### src/rtl/edrs_pkg.sv
// Package for the earliest-deadline ring scheduler: slot and transaction types,
// action and status codes, deadline arithmetic helpers.
// No dependencies; compiled first.
package edrs_pkg;

  typedef enum logic [1:0] {
    ACT_ADD      = 2'd0,
    ACT_TICK     = 2'd1,
    ACT_DISPATCH = 2'd2,
    ACT_COMPLETE = 2'd3
  } action_e;

  typedef enum logic [2:0] {
    ST_OK           = 3'd0,
    ST_FULL         = 3'd1,
    ST_EMPTY        = 3'd2,
    ST_NOT_READY    = 3'd3,
    ST_BUSY         = 3'd4,
    ST_NONE_RUNNING = 3'd5
  } status_e;

  typedef enum logic [2:0] {
    S_IDLE,
    S_TICK,
    S_SCAN,
    S_SWAP_HEAD,
    S_SWAP_BEST,
    S_COMPLETE,
    S_DONE
  } state_e;

  localparam logic signed [15:0] DEADLINE_FLOOR = -16'sd30000;
  localparam logic signed [16:0] DEADLINE_TOP   = 17'sd32767;

  typedef struct packed {
    logic        [7:0]  id;
    logic signed [15:0] deadline;
    logic        [14:0] period;
  } slot_t;

  typedef struct packed {
    action_e            action;
    logic        [7:0]  proc_id;
    logic signed [15:0] deadline;
    logic        [14:0] period;
    logic               repeat_req;
  } in_item_t;

  typedef struct packed {
    status_e            status;
    logic        [7:0]  chosen_id;
    logic signed [15:0] chosen_deadline;
    logic        [3:0]  occupancy;
  } out_item_t;

  // deadline + period, clamped at the positive limit
  function automatic logic signed [15:0] sat_add(input logic signed [15:0] d,
                                                 input logic [14:0] p);
    logic signed [16:0] s;
    s = {d[15], d} + {2'b00, p};
    return (s > DEADLINE_TOP) ? DEADLINE_TOP[15:0] : s[15:0];
  endfunction

  // one tick, held at the floor
  function automatic logic signed [15:0] tick_dec(input logic signed [15:0] d);
    return (d > DEADLINE_FLOOR) ? d - 16'sd1 : d;
  endfunction

endpackage

### src/rtl/edrs_stream_if.sv
// Valid/ready stream channel carrying one payload struct per transaction.
// Depends on nothing; payload type supplied by the user (types from edrs_pkg).
interface edrs_stream_if #(parameter type T = logic);
  logic valid;
  logic ready;
  T     payload;

  modport source (output valid, output payload, input ready);
  modport sink   (input valid, input payload, output ready);
endinterface

### src/rtl/edrs_slot_mem.sv
// Slot store of the scheduler: one write port, one read port, registered read.
// Depends on edrs_pkg (slot_t).
module edrs_slot_mem #(
  parameter int DEPTH = 16,
  parameter int AW    = $clog2(DEPTH)
) (
  input  logic             clk_i,
  input  logic             we_i,
  input  logic [AW-1:0]    waddr_i,
  input  edrs_pkg::slot_t  wdata_i,
  input  logic             re_i,
  input  logic [AW-1:0]    raddr_i,
  output edrs_pkg::slot_t  rdata_o
);
  import edrs_pkg::*;

  slot_t mem [DEPTH];

  always_ff @(posedge clk_i) begin
    if (we_i) begin
      mem[waddr_i] <= wdata_i;
    end
  end

  always_ff @(posedge clk_i) begin
    if (re_i) begin
      rdata_o <= mem[raddr_i];
    end
  end

endmodule

### src/rtl/earliest_deadline_ring_scheduler_unit.sv
// Earliest-deadline ring scheduler: top level.
// Depends on edrs_pkg, edrs_stream_if and edrs_slot_mem.
//
// Usage
//   in_i  : one transaction per command (add, tick, dispatch, complete) with
//           id, deadline, period and repeat flag.
//   out_o : exactly one result transaction per command: status, chosen id,
//           chosen deadline and ring occupancy after the command.
// Commands are handled one at a time. Tick and dispatch walk the ring through
// the single read port of the slot memory, one entry per cycle; dispatch then
// swaps the best entry with the head in S_SWAP_HEAD and S_SWAP_BEST through the
// single write port. A new command is taken only after the result is registered.
// The result sits in an output register, so the next command is accepted
// while the receiver stalls; a finished result waits in the last state only
// if the previous one has not yet been taken.
// Reset clears head, tail, the running flag and the output valid; the slot
// memory is not cleared, as only entries between head and tail are read.
module earliest_deadline_ring_scheduler_unit #(
  parameter int POOL_SLOTS = 16
) (
  input  logic          clk_i,
  input  logic          rst_ni,
  edrs_stream_if.sink   in_i,
  edrs_stream_if.source out_o
);
  import edrs_pkg::*;

  localparam int IW = $clog2(POOL_SLOTS);
  localparam int CW = IW + 1;
  localparam logic [IW-1:0] LAST_IDX = IW'(POOL_SLOTS - 1);
  localparam logic [CW-1:0] SLOTS_C  = CW'(POOL_SLOTS);

  typedef logic [IW-1:0] idx_t;

  function automatic idx_t ring_next(input idx_t i);
    return (i == LAST_IDX) ? '0 : i + 1'b1;
  endfunction

  // control state
  state_e    state_q, state_d;
  idx_t      head_q, head_d;
  idx_t      tail_q, tail_d;
  logic      running_q, running_d;
  logic      out_valid_q, out_valid_d;
  logic      first_q, first_d;

  // walk and result registers
  idx_t      ptr_q, ptr_d;          // next address to read
  idx_t      cur_q, cur_d;          // address of data now on the read port
  idx_t      best_idx_q, best_idx_d;
  slot_t     best_q, best_d;
  slot_t     head_word_q, head_word_d;
  logic      repeat_q, repeat_d;
  status_e   res_status_q, res_status_d;
  logic [7:0] res_id_q, res_id_d;
  logic signed [15:0] res_dl_q, res_dl_d;
  out_item_t out_data_q, out_data_d;

  // slot memory port
  logic      mem_we;
  idx_t      mem_waddr;
  slot_t     mem_wdata;
  logic      mem_re;
  idx_t      mem_raddr;
  slot_t     mem_rdata;

  logic      full, empty;
  logic [CW-1:0] count;
  logic [8:0]    count_ext;
  logic [3:0]    occ;
  slot_t     add_word, tick_word, readd_word;

  edrs_slot_mem #(
    .DEPTH (POOL_SLOTS),
    .AW    (IW)
  ) u_slot_mem (
    .clk_i   (clk_i),
    .we_i    (mem_we),
    .waddr_i (mem_waddr),
    .wdata_i (mem_wdata),
    .re_i    (mem_re),
    .raddr_i (mem_raddr),
    .rdata_o (mem_rdata)
  );

  assign full  = (ring_next(tail_q) == head_q);
  assign empty = (head_q == tail_q);

  // ring occupancy, clamped to the 4-bit result field
  assign count     = {1'b0, tail_q} + ((tail_q < head_q) ? SLOTS_C : '0) - {1'b0, head_q};
  assign count_ext = 9'(count);
  assign occ       = (count_ext > 9'd15) ? 4'd15 : count_ext[3:0];

  always_comb begin
    add_word.id       = in_i.payload.proc_id;
    add_word.deadline = sat_add(in_i.payload.deadline, in_i.payload.period);
    add_word.period   = in_i.payload.period;

    tick_word          = mem_rdata;
    tick_word.deadline = tick_dec(mem_rdata.deadline);

    readd_word          = mem_rdata;
    readd_word.deadline = sat_add(mem_rdata.deadline, mem_rdata.period);
  end

  assign in_i.ready    = (state_q == S_IDLE);
  assign out_o.valid   = out_valid_q;
  assign out_o.payload = out_data_q;

  always_comb begin
    state_d      = state_q;
    head_d       = head_q;
    tail_d       = tail_q;
    running_d    = running_q;
    out_valid_d  = out_valid_q;
    first_d      = first_q;
    ptr_d        = ptr_q;
    cur_d        = cur_q;
    best_idx_d   = best_idx_q;
    best_d       = best_q;
    head_word_d  = head_word_q;
    repeat_d     = repeat_q;
    res_status_d = res_status_q;
    res_id_d     = res_id_q;
    res_dl_d     = res_dl_q;
    out_data_d   = out_data_q;

    mem_we    = 1'b0;
    mem_waddr = tail_q;
    mem_wdata = add_word;
    mem_re    = 1'b0;
    mem_raddr = ptr_q;

    // output register drains independently of the command sequencer
    if (out_valid_q && out_o.ready) begin
      out_valid_d = 1'b0;
    end

    case (state_q)
      S_IDLE: begin
        if (in_i.valid) begin
          repeat_d     = in_i.payload.repeat_req;
          res_status_d = ST_OK;
          res_id_d     = '0;
          res_dl_d     = '0;
          state_d      = S_DONE;
          case (in_i.payload.action)
            ACT_ADD: begin
              if (full) begin
                res_status_d = ST_FULL;
              end else begin
                mem_we    = 1'b1;
                mem_waddr = tail_q;
                mem_wdata = add_word;
                tail_d    = ring_next(tail_q);
              end
            end
            ACT_TICK: begin
              if (!empty) begin
                mem_re    = 1'b1;
                mem_raddr = head_q;
                cur_d     = head_q;
                ptr_d     = ring_next(head_q);
                state_d   = S_TICK;
              end
            end
            ACT_DISPATCH: begin
              if (running_q) begin
                res_status_d = ST_BUSY;
              end else if (empty) begin
                res_status_d = ST_EMPTY;
              end else begin
                mem_re    = 1'b1;
                mem_raddr = head_q;
                cur_d     = head_q;
                ptr_d     = ring_next(head_q);
                first_d   = 1'b1;
                state_d   = S_SCAN;
              end
            end
            ACT_COMPLETE: begin
              if (!running_q) begin
                res_status_d = ST_NONE_RUNNING;
              end else begin
                mem_re    = 1'b1;
                mem_raddr = head_q;
                state_d   = S_COMPLETE;
              end
            end
            default: begin
              res_status_d = ST_OK;
            end
          endcase
        end
      end

      // read one entry ahead, write back the previous one ticked
      S_TICK: begin
        mem_we    = 1'b1;
        mem_waddr = cur_q;
        mem_wdata = tick_word;
        if (ptr_q != tail_q) begin
          mem_re    = 1'b1;
          mem_raddr = ptr_q;
          cur_d     = ptr_q;
          ptr_d     = ring_next(ptr_q);
        end else begin
          state_d = S_DONE;
        end
      end

      // strict less-than keeps the entry nearest the head on a tie
      S_SCAN: begin
        first_d = 1'b0;
        if (first_q) begin
          head_word_d = mem_rdata;
        end
        if (first_q || (mem_rdata.deadline < best_q.deadline)) begin
          best_d     = mem_rdata;
          best_idx_d = cur_q;
        end
        if (ptr_q != tail_q) begin
          mem_re    = 1'b1;
          mem_raddr = ptr_q;
          cur_d     = ptr_q;
          ptr_d     = ring_next(ptr_q);
        end else begin
          state_d = S_SWAP_HEAD;
        end
      end

      S_SWAP_HEAD: begin
        mem_we    = 1'b1;
        mem_waddr = head_q;
        mem_wdata = best_q;
        state_d   = S_SWAP_BEST;
      end

      // best at head already: rewrites the same word
      S_SWAP_BEST: begin
        mem_we    = 1'b1;
        mem_waddr = best_idx_q;
        mem_wdata = head_word_q;
        res_dl_d  = best_q.deadline;
        if (best_q.deadline <= 16'sd0) begin
          running_d = 1'b1;
          res_id_d  = best_q.id;
        end else begin
          res_status_d = ST_NOT_READY;
        end
        state_d = S_DONE;
      end

      // head word on the read port; re-add checks fullness before retiring
      S_COMPLETE: begin
        if (repeat_q) begin
          if (full) begin
            res_status_d = ST_FULL;
          end else begin
            mem_we    = 1'b1;
            mem_waddr = tail_q;
            mem_wdata = readd_word;
            tail_d    = ring_next(tail_q);
          end
        end
        head_d    = ring_next(head_q);
        running_d = 1'b0;
        state_d   = S_DONE;
      end

      S_DONE: begin
        if (!out_valid_q || out_o.ready) begin
          out_valid_d                = 1'b1;
          out_data_d.status          = res_status_q;
          out_data_d.chosen_id       = res_id_q;
          out_data_d.chosen_deadline = res_dl_q;
          out_data_d.occupancy       = occ;
          state_d                    = S_IDLE;
        end
      end

      default: begin
        state_d = S_IDLE;
      end
    endcase
  end

  always_ff @(posedge clk_i or negedge rst_ni) begin
    if (!rst_ni) begin
      state_q     <= S_IDLE;
      head_q      <= '0;
      tail_q      <= '0;
      running_q   <= 1'b0;
      out_valid_q <= 1'b0;
      first_q     <= 1'b0;
    end else begin
      state_q     <= state_d;
      head_q      <= head_d;
      tail_q      <= tail_d;
      running_q   <= running_d;
      out_valid_q <= out_valid_d;
      first_q     <= first_d;
    end
  end

  always_ff @(posedge clk_i) begin
    ptr_q        <= ptr_d;
    cur_q        <= cur_d;
    best_idx_q   <= best_idx_d;
    best_q       <= best_d;
    head_word_q  <= head_word_d;
    repeat_q     <= repeat_d;
    res_status_q <= res_status_d;
    res_id_q     <= res_id_d;
    res_dl_q     <= res_dl_d;
    out_data_q   <= out_data_d;
  end

endmodule

### src/flat_wrapper.sv
// flat-port wrapper written by rule: the top's interface ports become plain ports
module earliest_deadline_ring_scheduler_unit_flat import edrs_pkg::*;
#(
  parameter int POOL_SLOTS = 16
)
  (clk_i, rst_ni, in_i_valid, in_i_payload, in_i_ready, out_o_valid, out_o_payload, out_o_ready);
  edrs_stream_if #(.T(in_item_t)) in_i_i ();
  edrs_stream_if #(.T(out_item_t)) out_o_i ();
  input  logic clk_i;
  input  logic rst_ni;
  input wire logic [$bits(in_i_i.valid)-1:0] in_i_valid;
  input wire logic [$bits(in_i_i.payload)-1:0] in_i_payload;
  output wire logic [$bits(in_i_i.ready)-1:0] in_i_ready;
  output wire logic [$bits(out_o_i.valid)-1:0] out_o_valid;
  output wire logic [$bits(out_o_i.payload)-1:0] out_o_payload;
  input wire logic [$bits(out_o_i.ready)-1:0] out_o_ready;
  assign in_i_i.valid = in_i_valid;
  assign in_i_i.payload = in_i_payload;
  assign in_i_ready = in_i_i.ready;
  assign out_o_valid = out_o_i.valid;
  assign out_o_payload = out_o_i.payload;
  assign out_o_i.ready = out_o_ready;
  earliest_deadline_ring_scheduler_unit #(.POOL_SLOTS(POOL_SLOTS)) u_core (.clk_i(clk_i), .rst_ni(rst_ni), .in_i(in_i_i), .out_o(out_o_i));
endmodule
### config.mk
export PLATFORM = sky130hd
export DESIGN_NAME = earliest_deadline_ring_scheduler_unit_flat
export DESIGN_NICKNAME = d
export VERILOG_FILES = /design/src/rtl/edrs_pkg.sv /design/src/rtl/edrs_stream_if.sv /design/src/rtl/edrs_slot_mem.sv /design/src/rtl/earliest_deadline_ring_scheduler_unit.sv /design/src/flat_wrapper.sv
export SDC_FILE = /design/constraint.sdc
export NUM_CORES = 1
export LEC_CHECK = 0
export BUFFER_PORTS_ARGS = -buffer_cell sky130_fd_sc_hd__clkbuf_2
export CAP_MARGIN = 20
export CORE_ASPECT_RATIO = 1.4
export CORE_UTILIZATION = 55
export CTS_BUF_LIST = sky130_fd_sc_hd__clkbuf_4
export CTS_CLUSTER_DIAMETER = 80
export DETAILED_ROUTE_END_ITERATION = 10
export GPL_ROUTABILITY_DRIVEN = 1
export PLACE_DENSITY_LB_ADDON = 0.15
export SYNTH_ARGS = -nofsm -noshare
export SYNTH_HDL_FRONTEND = slang
export SYNTH_HIERARCHICAL = 1
export SYNTH_SLANG_ARGS = --single-unit
### constraint.sdc
create_clock -name clk_i -period 15.11 [get_ports clk_i]
set_clock_uncertainty 0.1 [all_clocks]
set_input_delay 3.022 -clock clk_i [delete_from_list [all_inputs] [get_ports clk_i]]
set_output_delay 3.022 -clock clk_i [all_outputs]
set_load 0.005 [all_outputs]
* Word level (Yosys, flattened, before mapping)
Memory sizes are Yosys's and may differ from the RTL's. A register that Yosys moved wholly into a read port is not among the register bits.
Index checks and enable logic that the tools add are counted.
** Cells by class
- Muxes and demuxes :: 83
- Equal/unequal tests :: 30
- $lt $le $gt $ge :: 7
- Add/sub/neg operators :: 8
- Reductions and logical operators :: 27
** Operators with widths (number)
- $pmux 39 s4 :: 1
- $mux 4 :: 20
- $mux 39 :: 2
- $mux 16 :: 4
- $pmux 4 s2 :: 5
- $mux 3 :: 13
- $add 16x16->17 :: 2
- $gt 17x16->1 const B :: 2
- $pmux 16 s2 :: 1
- $pmux 3 s3 :: 3
- $pmux 4 s3 :: 2
- $mux 1 :: 20
- $pmux 3 s6 :: 1
- $gt 16x16->1 const B :: 1
- $le 16x1->1 const B :: 1
- $lt 16x16->1 :: 1
- $mux 8 :: 2
- $pmux 8 s2 :: 1
- $sub 16x2->16 const B :: 1
- $reduce_and 5->1 :: 3
- $ne 2x1->1 const B :: 7
- $add 4x1->4 const B :: 3
- $eq 4x4->1 const B :: 3
- $ne 2x2->1 const B :: 6
- other kinds (29) :: 50
** Word-level totals
- RAM bits :: 624
- Output and inout port bits :: 33
- Flip-flop bits (word level) :: 163
- Memories :: 1
** Memory list
- u_core.u_slot_mem.mem :: depth 16, bits a word 39, rd ports 1, clocked after memory_dff 1, wr ports 1, line edrs_slot_mem.sv:17 : slot_t mem [DEPTH];

* Depth between registers and ports, before layout
Gate-level depths: netlist (run 1).
- Depth in word-level cells :: 9
- Depth in mapped cells :: 14
- Gate-level depth less buffers :: 11

* Cells and area by module
The synthesis (run 1) kept the hierarchy.
** By module, submodules not included
- edrs_slot_mem :: times used 1, seq. area each 19909.1 µm², area each 24576.1 µm², cells an instance 1014
- earliest_deadline_ring_scheduler_unit :: times used 1, seq. area each 4824.6 µm², area each 10241.1 µm², cells an instance 1025

* Worst setup path after synthesis (run 1)
Ideal clock, no wire load.
- Path type :: input-to-reg
- Start :: in in_i_payload[40]
- End :: mem u_core/u_slot_mem/mem[0][0] (netlist bit), enable pin
- Arrival time :: 6898 ps
- Path slack :: 7629 ps
- Setup time :: 484 ps
- Cell stages on the path :: 5
- Cell sequence :: clkbuf_1 nor4_1 a211o_1 or3b_2 nor3_1
** Between the ends
- Cells in the longest elaborated chain, start to end :: 6
** RTL lines
- start, declared :: line flat_wrapper.sv:12 : input wire logic [$bits(in_i_i.payload)-1:0] in_i_payload;
- $logic_not 2->1 :: line earliest_deadline_ring_scheduler_unit.sv:147 : case (in_i.payload.action)
- $mux 1 :: line earliest_deadline_ring_scheduler_unit.sv:147
- $mux 1 :: line earliest_deadline_ring_scheduler_unit.sv:141 : if (in_i.valid) begin
- $pmux 1 s3 :: line earliest_deadline_ring_scheduler_unit.sv:139 : case (state_q)
- net u_core.mem_we :: line earliest_deadline_ring_scheduler_unit.sv:60 : logic mem_we;
- $mux 1 :: line edrs_slot_mem.sv:20 : if (we_i) begin
- $mux 1 (not written as such) :: line edrs_slot_mem.sv:21 : mem[waddr_i] <= wdata_i;
- end, declared :: line edrs_slot_mem.sv:17
The timed path passes the listed nets, and every way through them passes these cells.

* Worst setup path after layout (run 1)
- Start :: in in_i_payload[40]
- End :: reg u_core/u_slot_mem/rdata_o[29] (netlist name)
** Between the ends
- Cells in the longest elaborated chain, start to end :: 4
** RTL lines
- $eq 2x2->1 or $eq 2x1->1 (tied branches) :: line earliest_deadline_ring_scheduler_unit.sv:147
- $pmux 4 s3 (*) :: line earliest_deadline_ring_scheduler_unit.sv:147
- $mux 4 (*) :: line earliest_deadline_ring_scheduler_unit.sv:141
- $mux 4 (*)
- net u_core.mem_raddr[0] :: line earliest_deadline_ring_scheduler_unit.sv:64 : idx_t mem_raddr;
Mark *: on every way through the listed nets, which the timed path passes. The rest lies on a longest branch.
A chain may end at the register's enable or synchronous reset.

==> results of run 1 <==
## kinds of logic after synthesis
logic type      after synthesis  synth area share (%)
flops                       826                  71.0
compound gates              448                  8.42
simple gates                334                  4.62
mux                         169                  10.5
buf+inv                     154                  2.03
fa+ha+maj                    58                  2.15
xor+xnor                     50                  1.26
## path summary, 6_finish.rpt
check | startpoint | end | slack, ns
setup / recovery | in_i_payload[40] | u_core/u_slot_mem/rdata_o[29]$_DFFE_PP_ | 8.89
hold / removal | u_core/cur_q[1]$_DFFE_PP_ | u_core/best_idx_q[1]$_DFFE_PP_ | 0.32
setup reg to reg | u_core/head_q[2]$_DFFE_PN0P_ | u_core/u_slot_mem/rdata_o[29]$_DFFE_PP_ | 9.57
hold reg to reg | u_core/cur_q[1]$_DFFE_PP_ | u_core/best_idx_q[1]$_DFFE_PP_ | 0.32
max in group asynchronous | rst_ni | u_core/head_q[3]$_DFFE_PN0P_ | 12.83
min in group asynchronous | rst_ni | u_core/tail_q[2]$_DFFE_PN0P_ | 1.74
## flip-flops by register name (all words and copies together), names as in the netlist, 4 cells and up
| signal | flops |
|---|---|
| u_core/head_q | 4 |
| u_core/res_dl_q | 16 |
| u_core/head_word_q | 39 |
| u_core/tail_q | 4 |
| u_core/out_o.payload | 31 |
| u_core/u_slot_mem/rdata_o | 39 |
| u_core/u_slot_mem/mem | 624 |
| u_core/cur_q | 4 |
| u_core/ptr_q | 4 |
| u_core/best_idx_q | 4 |
| u_core/res_id_q | 8 |
| u_core/best_q | 39 |
## where the power goes
group | internal, mW | total (mW) | switching [mW]
clock network | 0.848 | 1.69 | 0.839
registers | 3.47 | 3.79 | 0.319
logic | 1.15 | 3.15 | 2.00
total | 5.47 | 8.63 | 3.16
## metal layers
metal  wire, um  up-vias  part of all wire [%]
met5         35        -                 0.038
met4       3640        6                   4.0
met3       8070      221                   8.8
met2      44900     1046                    49
met1      34700    10500                    38
li1           -     8789                     -
## area by class of cell
class	count	area (um^2)	share of cell area, %
timing repair buffer	138	853	2.21
tap	825	1030	2.67
multi-input combinational	1059	9560	24.7
clock inverter	51	268	0.693
clock buffer	269	2020	5.23
sequential	826	24700	64.0
antenna	3	7.51	0.0194
inverter	44	165	0.427
## synth_stat cells, drive strengths merged (15+ instances only)
cell type / n / area (um^2)
a22oi: 84 / 631
a2bb2oi: 25 / 219
o22ai: 25 / 156
buf: 49 / 313
mux4: 156 / 3510
xnor2: 37 / 324
a21oi: 112 / 561
o21ai: 90 / 450
ha: 55 / 688
nor3: 37 / 185
inv: 44 / 165
a21o: 20 / 150
nand2: 117 / 447
clkbuf: 61 / 229
nand2b: 21 / 131
edfxtp: 812 / 24400
nor2: 79 / 297
and2: 15 / 93.8
## per-stage QoR
stage                     hold WS (ns)  total power [mW]  cells  cell area, um^2
final                            0.318              8.63   3215            38600
after global routing             0.325              9.05   3215            38600
after CTS                        0.325              8.61   3192            38500
after detailed placement         0.306              6.92   2872            36200
after global placement           0.301              6.82   2871            36200
after floorplan                  0.300              5.85   2039            34800
==> out/metrics.csv, run 1 <==
metric,value,unit
status,"complete, no violations",
data required time at the worst endpoint,15.77,ns
Post-synth ARST share,1.69,%
met3 Track Usage GR,6.96,%
LEAKAGE,13.0,nW
first-pass GRT wire length,133,mm
Post-Syn Area per Cell,17.1,um^2
GPL Wtd Cong,0.914,
CTS Hold Bufs,0,
synthesized flop and latch total,826,
final net count,2363,
actual slew at the worst max-slew pin,1.28,ns
"most common cell after layout, fill and taps aside",edfxtp_1,
post-DR wirelength/cell,28.4,um
Root Driver,clkbuf_4,
Filler Cells Inserted,4635,
Final WS setup,8.89,ns
crit-path max FO,65,
met2 usage,47.4,%
crit path DAT,6.88,ns
hold depth,0,
clock sink count,826,
Rel. slew slack,14.4,%
number of global-route vias before repair,20900,
number of detailed-route iterations in the first pass,5,
CTS tree,done,
Syn Nets,2143,
Port Buffers,78,
Fin Setup TNS,0,ns
Worst Setup End Kind,flop,
slowest CP cell,buf_4,
WL final,91.3,mm
initial antenna violation count,5,
layout cell share with drive strength beyond 1,26.2,%
period utilization,41.2,%
die area,64300,um^2
post-layout util,62.0,%
TritonCTS Buffers,190,
maximum vdd ir drop,295,uV
# setup viols final,0,
YS warnings,6,
vias per cell,6.40,
postcts setup bufs,0,
critical path depth,9,
"CP delay by family, top",multiplexers,
Residual DRC,0,
RSZ-0062 raised after global routing,false,
initial core utilization,55.9,%
Max Cap Viol,0,
"Distinct cells, synth",78,
"critical path, cell by cell",clkbuf_2 -> or3_1 -> a21oi_1 -> o21ai_1 -> mux2_8 -> buf_4 -> mux4_2 -> a22oi_1 -> nand2_1,
gr usage total,29.1,%
cell area after synthesis,34800,um^2
GR Util met1,37.2,%
Core Rows,108,
Pwr per Cell Area,223,nW/um^2
Fmax,0.161,GHz
register area share after synthesis,71.0,%
DP HPWL,49.9,mm
Post-Syn Instances,2039,
post_cts resized,0,
Bufs on Longest Clock Path,3,
Worst Reg2Reg Path Length in Cells,10,
largest net degree at the start of global routing,157,
Slowest Stage Delay on Critical Path,0.94,ns
Core ar.,62300,um^2
"commonest cells after routing, fill and taps aside","edfxtp_1 (812), clkbuf_4 (269), mux4_2 (156)",
GRT overflow,0,
Place WS,7.79,ns
startpoint types,input port,
die height,300,um
busiest grt layer,met2,
CTS H-tree lvls,4,
fin. max-slew vios,0,
Vias,20600,
Min-Delay Path Class,flop to flop,
Post-synth EDFFs,812,
Final Hold Vio Count,0,
Crit Path Class,input port to flop,
clk_lat worst skew,1.09,ns
violation count after the first detailed-route iteration,2292,
die width,215,um
DRT antenna net count,0,
Final Critical Period,6.22,ns
P&R area growth vs syn,11.0,%
top_reg_cell synth,edfxtp_1,
"Reg clk slew, reported paths",0.07,ns
Ports,79,
buffers plus inverters on the worst setup path,2,
Note: power is estimated with default switching activity, not from simulation.
==> run 2: changes to the inputs <==
ABC_AREA = 1   (was not set)
clock period = 5.1 ns   (was 15.11 ns; I/O delays follow)
==> out/metrics.csv, run 2 <==
metric,value,unit,change
status,"complete, no violations",,
postcts setup bufs,0,,unchanged
Syn Nets,3956,,+85%
DP HPWL,62.0,mm,+24%
Synth top area share,63.3,%,-6.7 points
Fin Setup TNS,0,ns,unchanged
top_reg_cell synth,edfxtp_1,,
period utilization,77.9,%,
"commonest cells after routing, fill and taps aside","nand2_1 (1,157), edfxtp_1 (812), inv_1 (604)",,
synthesized flop and latch total,826,,unchanged
register area share after synthesis,64.2,%,-6.8 points
"most common cell after layout, fill and taps aside",nand2_1,,
CTS tree,done,,
Post-synth EDFFs,812,,unchanged
die area,71100,um^2,+11%
number of detailed-route iterations in the first pass,8,,+3
slowest CP cell,buf_4,,
fin. max-slew vios,0,,unchanged
YS warnings,6,,unchanged
largest net degree at the start of global routing,157,,unchanged
CTS Hold Bufs,2,,+2
Biggest register,u_core/u_slot_mem/mem,,
data required time at the worst endpoint,5.79,ns,-9.98 ns
Vias,27900,,+36%
initial antenna violation count,5,,unchanged
maximum vdd ir drop,459,uV,+56%
Ports,79,,unchanged
Storage cell area,24700,um^2,about the same
Fmax,0.252,GHz,
CTS H-tree lvls,4,,unchanged
Max Cap Viol,0,,unchanged
Filler Cells Inserted,5655,,+22%
layout cell share with drive strength beyond 1,12.3,%,-14 points
max FFs per register,624,,unchanged
final design instance area without fill,42700,um^2,+11%
final net count,4139,,+75%
Area after DPL,40200,um^2,+11%
Port Buffers,78,,unchanged
WL final,106,mm,+16%
Yosys top cell by area,edfxtp_1,,
P&R area growth vs syn,10.9,%,
"Top cell by count, worst path",nand2_1,,
multi-input logic area,10700,um^2,+12%
Inst Count DP,4769,,+66%
crit-path max FO,58,,-11%
Worst Reg2Reg Path Length in Cells,15,,+5
die height,315,um,+5.2%
startpoint types,flop,,
Final Hold Vio Count,0,,unchanged
GRT overflow,0,,unchanged
actual slew at the worst max-slew pin,1.24,ns,-0.0457 ns
Root Driver,clkbuf_4,,
Final WS setup,1.13,ns,-7.76 ns
GPL Wtd Cong,0.933,,+2.1%
post_cts resized,0,,unchanged
vias per cell,5.44,,-15%
Crit Path Class,flop to flop,,
LEAKAGE,18.3,nW,+41%
Post-Syn Instances,3852,,+89%
first-pass GRT wire length,158,mm,+18%
Min-Delay Path Class,input port to flop,,
cell area after synthesis,38500,um^2,+11%
post-DR wirelength/cell,20.6,um,-27%
Final Critical Period,3.97,ns,
# setup viols final,0,,unchanged
hold depth,4,,+4
post-route insts no fill,5118,,+59%
TritonCTS Buffers,190,,unchanged
crit path DAT,4.66,ns,-2.22 ns
"Reg clk slew, reported paths",0.07,ns,about the same
"count leader, synth",nand2_1,,
number of global-route vias before repair,26400,,+27%
clk_lat worst skew,1.05,ns,-0.04 ns
clock sink count,826,,unchanged
initial core utilization,55.7,%,-0.20 points
Hold Worst Slack,0.182,ns,-0.136 ns
Post-Syn Area per Cell,10.0,um^2,-41%
Place WS,0.784,ns,-7.00 ns
RSZ-0062 raised after global routing,false,,
violation count after the first detailed-route iteration,2714,,+18%
Slowest Stage Delay on Critical Path,0.67,ns,-0.27 ns
DRT antenna net count,0,,unchanged
gr usage total,30.4,%,+1.3 points
Bufs on Longest Clock Path,3,,unchanged
Residual DRC,0,,unchanged
Post-synth ARST share,1.69,%,unchanged
"critical path, cell by cell",inv_1 -> ha_1 -> nand4_1 -> nand2_1 -> nand2_1 -> nand3_1 -> buf_4 -> nand2_1 -> o21ai_4 -> buf_4 -> nand2_1 -> nand3_1 -> nand3_1 -> nand3_1 -> nand2_1,,
Core ar.,69200,um^2,+11%
synth top area cells,"edfxtp_1 (63%), nand2_1 (11%), nand3_1 (7.2%)",,
"Distinct cells, synth",49,,-37%
Post-synth top cells,"nand2_1 (1,158), edfxtp_1 (812), inv_1 (606)",,
Rel. slew slack,17.5,%,+3.0 points
Worst Setup End Kind,flop,,
Pwr per Cell Area,677,nW/um^2,+200%
die width,226,um,+5.1%
Core Rows,114,,+5.6%
run 2: cell types whose count changed after synthesis, sizes merged, moves of 87 or more:
| cell | previous run | this run |
|---|---|---|
| buf | 49 | 136 |
| nand3 | 12 | 559 |
| mux4 | 156 | 0 |
| nor2 | 79 | 167 |
| nand2 | 117 | 1164 |
| inv | 44 | 619 |
run 2: kinds of logic after synthesis:
family / count (synthesis) / share of synthesized area, %
AOI/OAI and AO/OA: 183 / 2.76
DFF: 826 / 64.2
buffers and inverters: 784 / 8.49
muxes: 1 / 0.0390
and+or+nand+nor: 1967 / 21.8
adders and majority gates: 58 / 1.94
xor gates and xnor gates: 33 / 0.750
run 2: worst max-delay path, delay by kind of cell, from the launching register on:
family,cells,cell delay [ns]
simple gates,10,1.40
flops,1,0.40
buf+inv,3,1.09
compound gates,1,0.27
fa+ha+maj,1,0.43
run 2: metal layers:
metal / part of all wire, % / GRT usage, %
met1: 39 / 38.6
met2: 48 / 49.6
met3: 7.8 / 5.34
met4: 4.7 / 16.5
met5: 0 / 0
run 2: final timing paths:
| kind | from | to | slack (ns) |
|---|---|---|---|
| max reg2reg | u_core/head_q[2]$_DFFE_PN0P_ | u_core/u_slot_mem/rdata_o[7]$_DFFE_PP_ | 1.13 |
| max in group asynchronous | rst_ni | u_core/state_q[2]$_DFFE_PN0P_ | 4.25 |
| min in group asynchronous | rst_ni | u_core/first_q$_DFFE_PN0P_ | 0.35 |
| min | out_o_ready | u_core/out_o.valid$_DFF_PN0_ | 0.18 |
| min reg2reg | u_core/res_id_q[3]$_SDFFCE_PN0P_ | u_core/out_o.payload[23]$_DFFE_PP_ | 0.32 |
| max | u_core/head_q[2]$_DFFE_PN0P_ | u_core/u_slot_mem/rdata_o[7]$_DFFE_PP_ | 1.13 |
run 2: where the power goes:
part	internal, mW	total, mW	switching, mW
registers	10.7	11.7	0.974
logic	3.27	12.0	8.75
clock network	2.66	5.21	2.55
total	16.6	28.9	12.3
run 2: final cells by class:
| class | count | share of cell area [%] |
|---|---|---|
| sequential | 826 | 57.9 |
| antenna | 5 | 0.0293 |
| clock inverter | 78 | 1.07 |
| timing repair buffer | 155 | 3.06 |
| multi-input combinational | 2242 | 25.1 |
| tap | 928 | 2.72 |
| inverter | 620 | 5.48 |
| clock buffer | 264 | 4.64 |
run 2: per-stage QoR:
step                utilization, %  power (mW)
global route                  61.7        30.6
floorplan                        -        19.2
CTS                           61.7        28.9
finish                        61.7        28.9
global placement              58.1        23.6
detailed placement            58.2        23.7
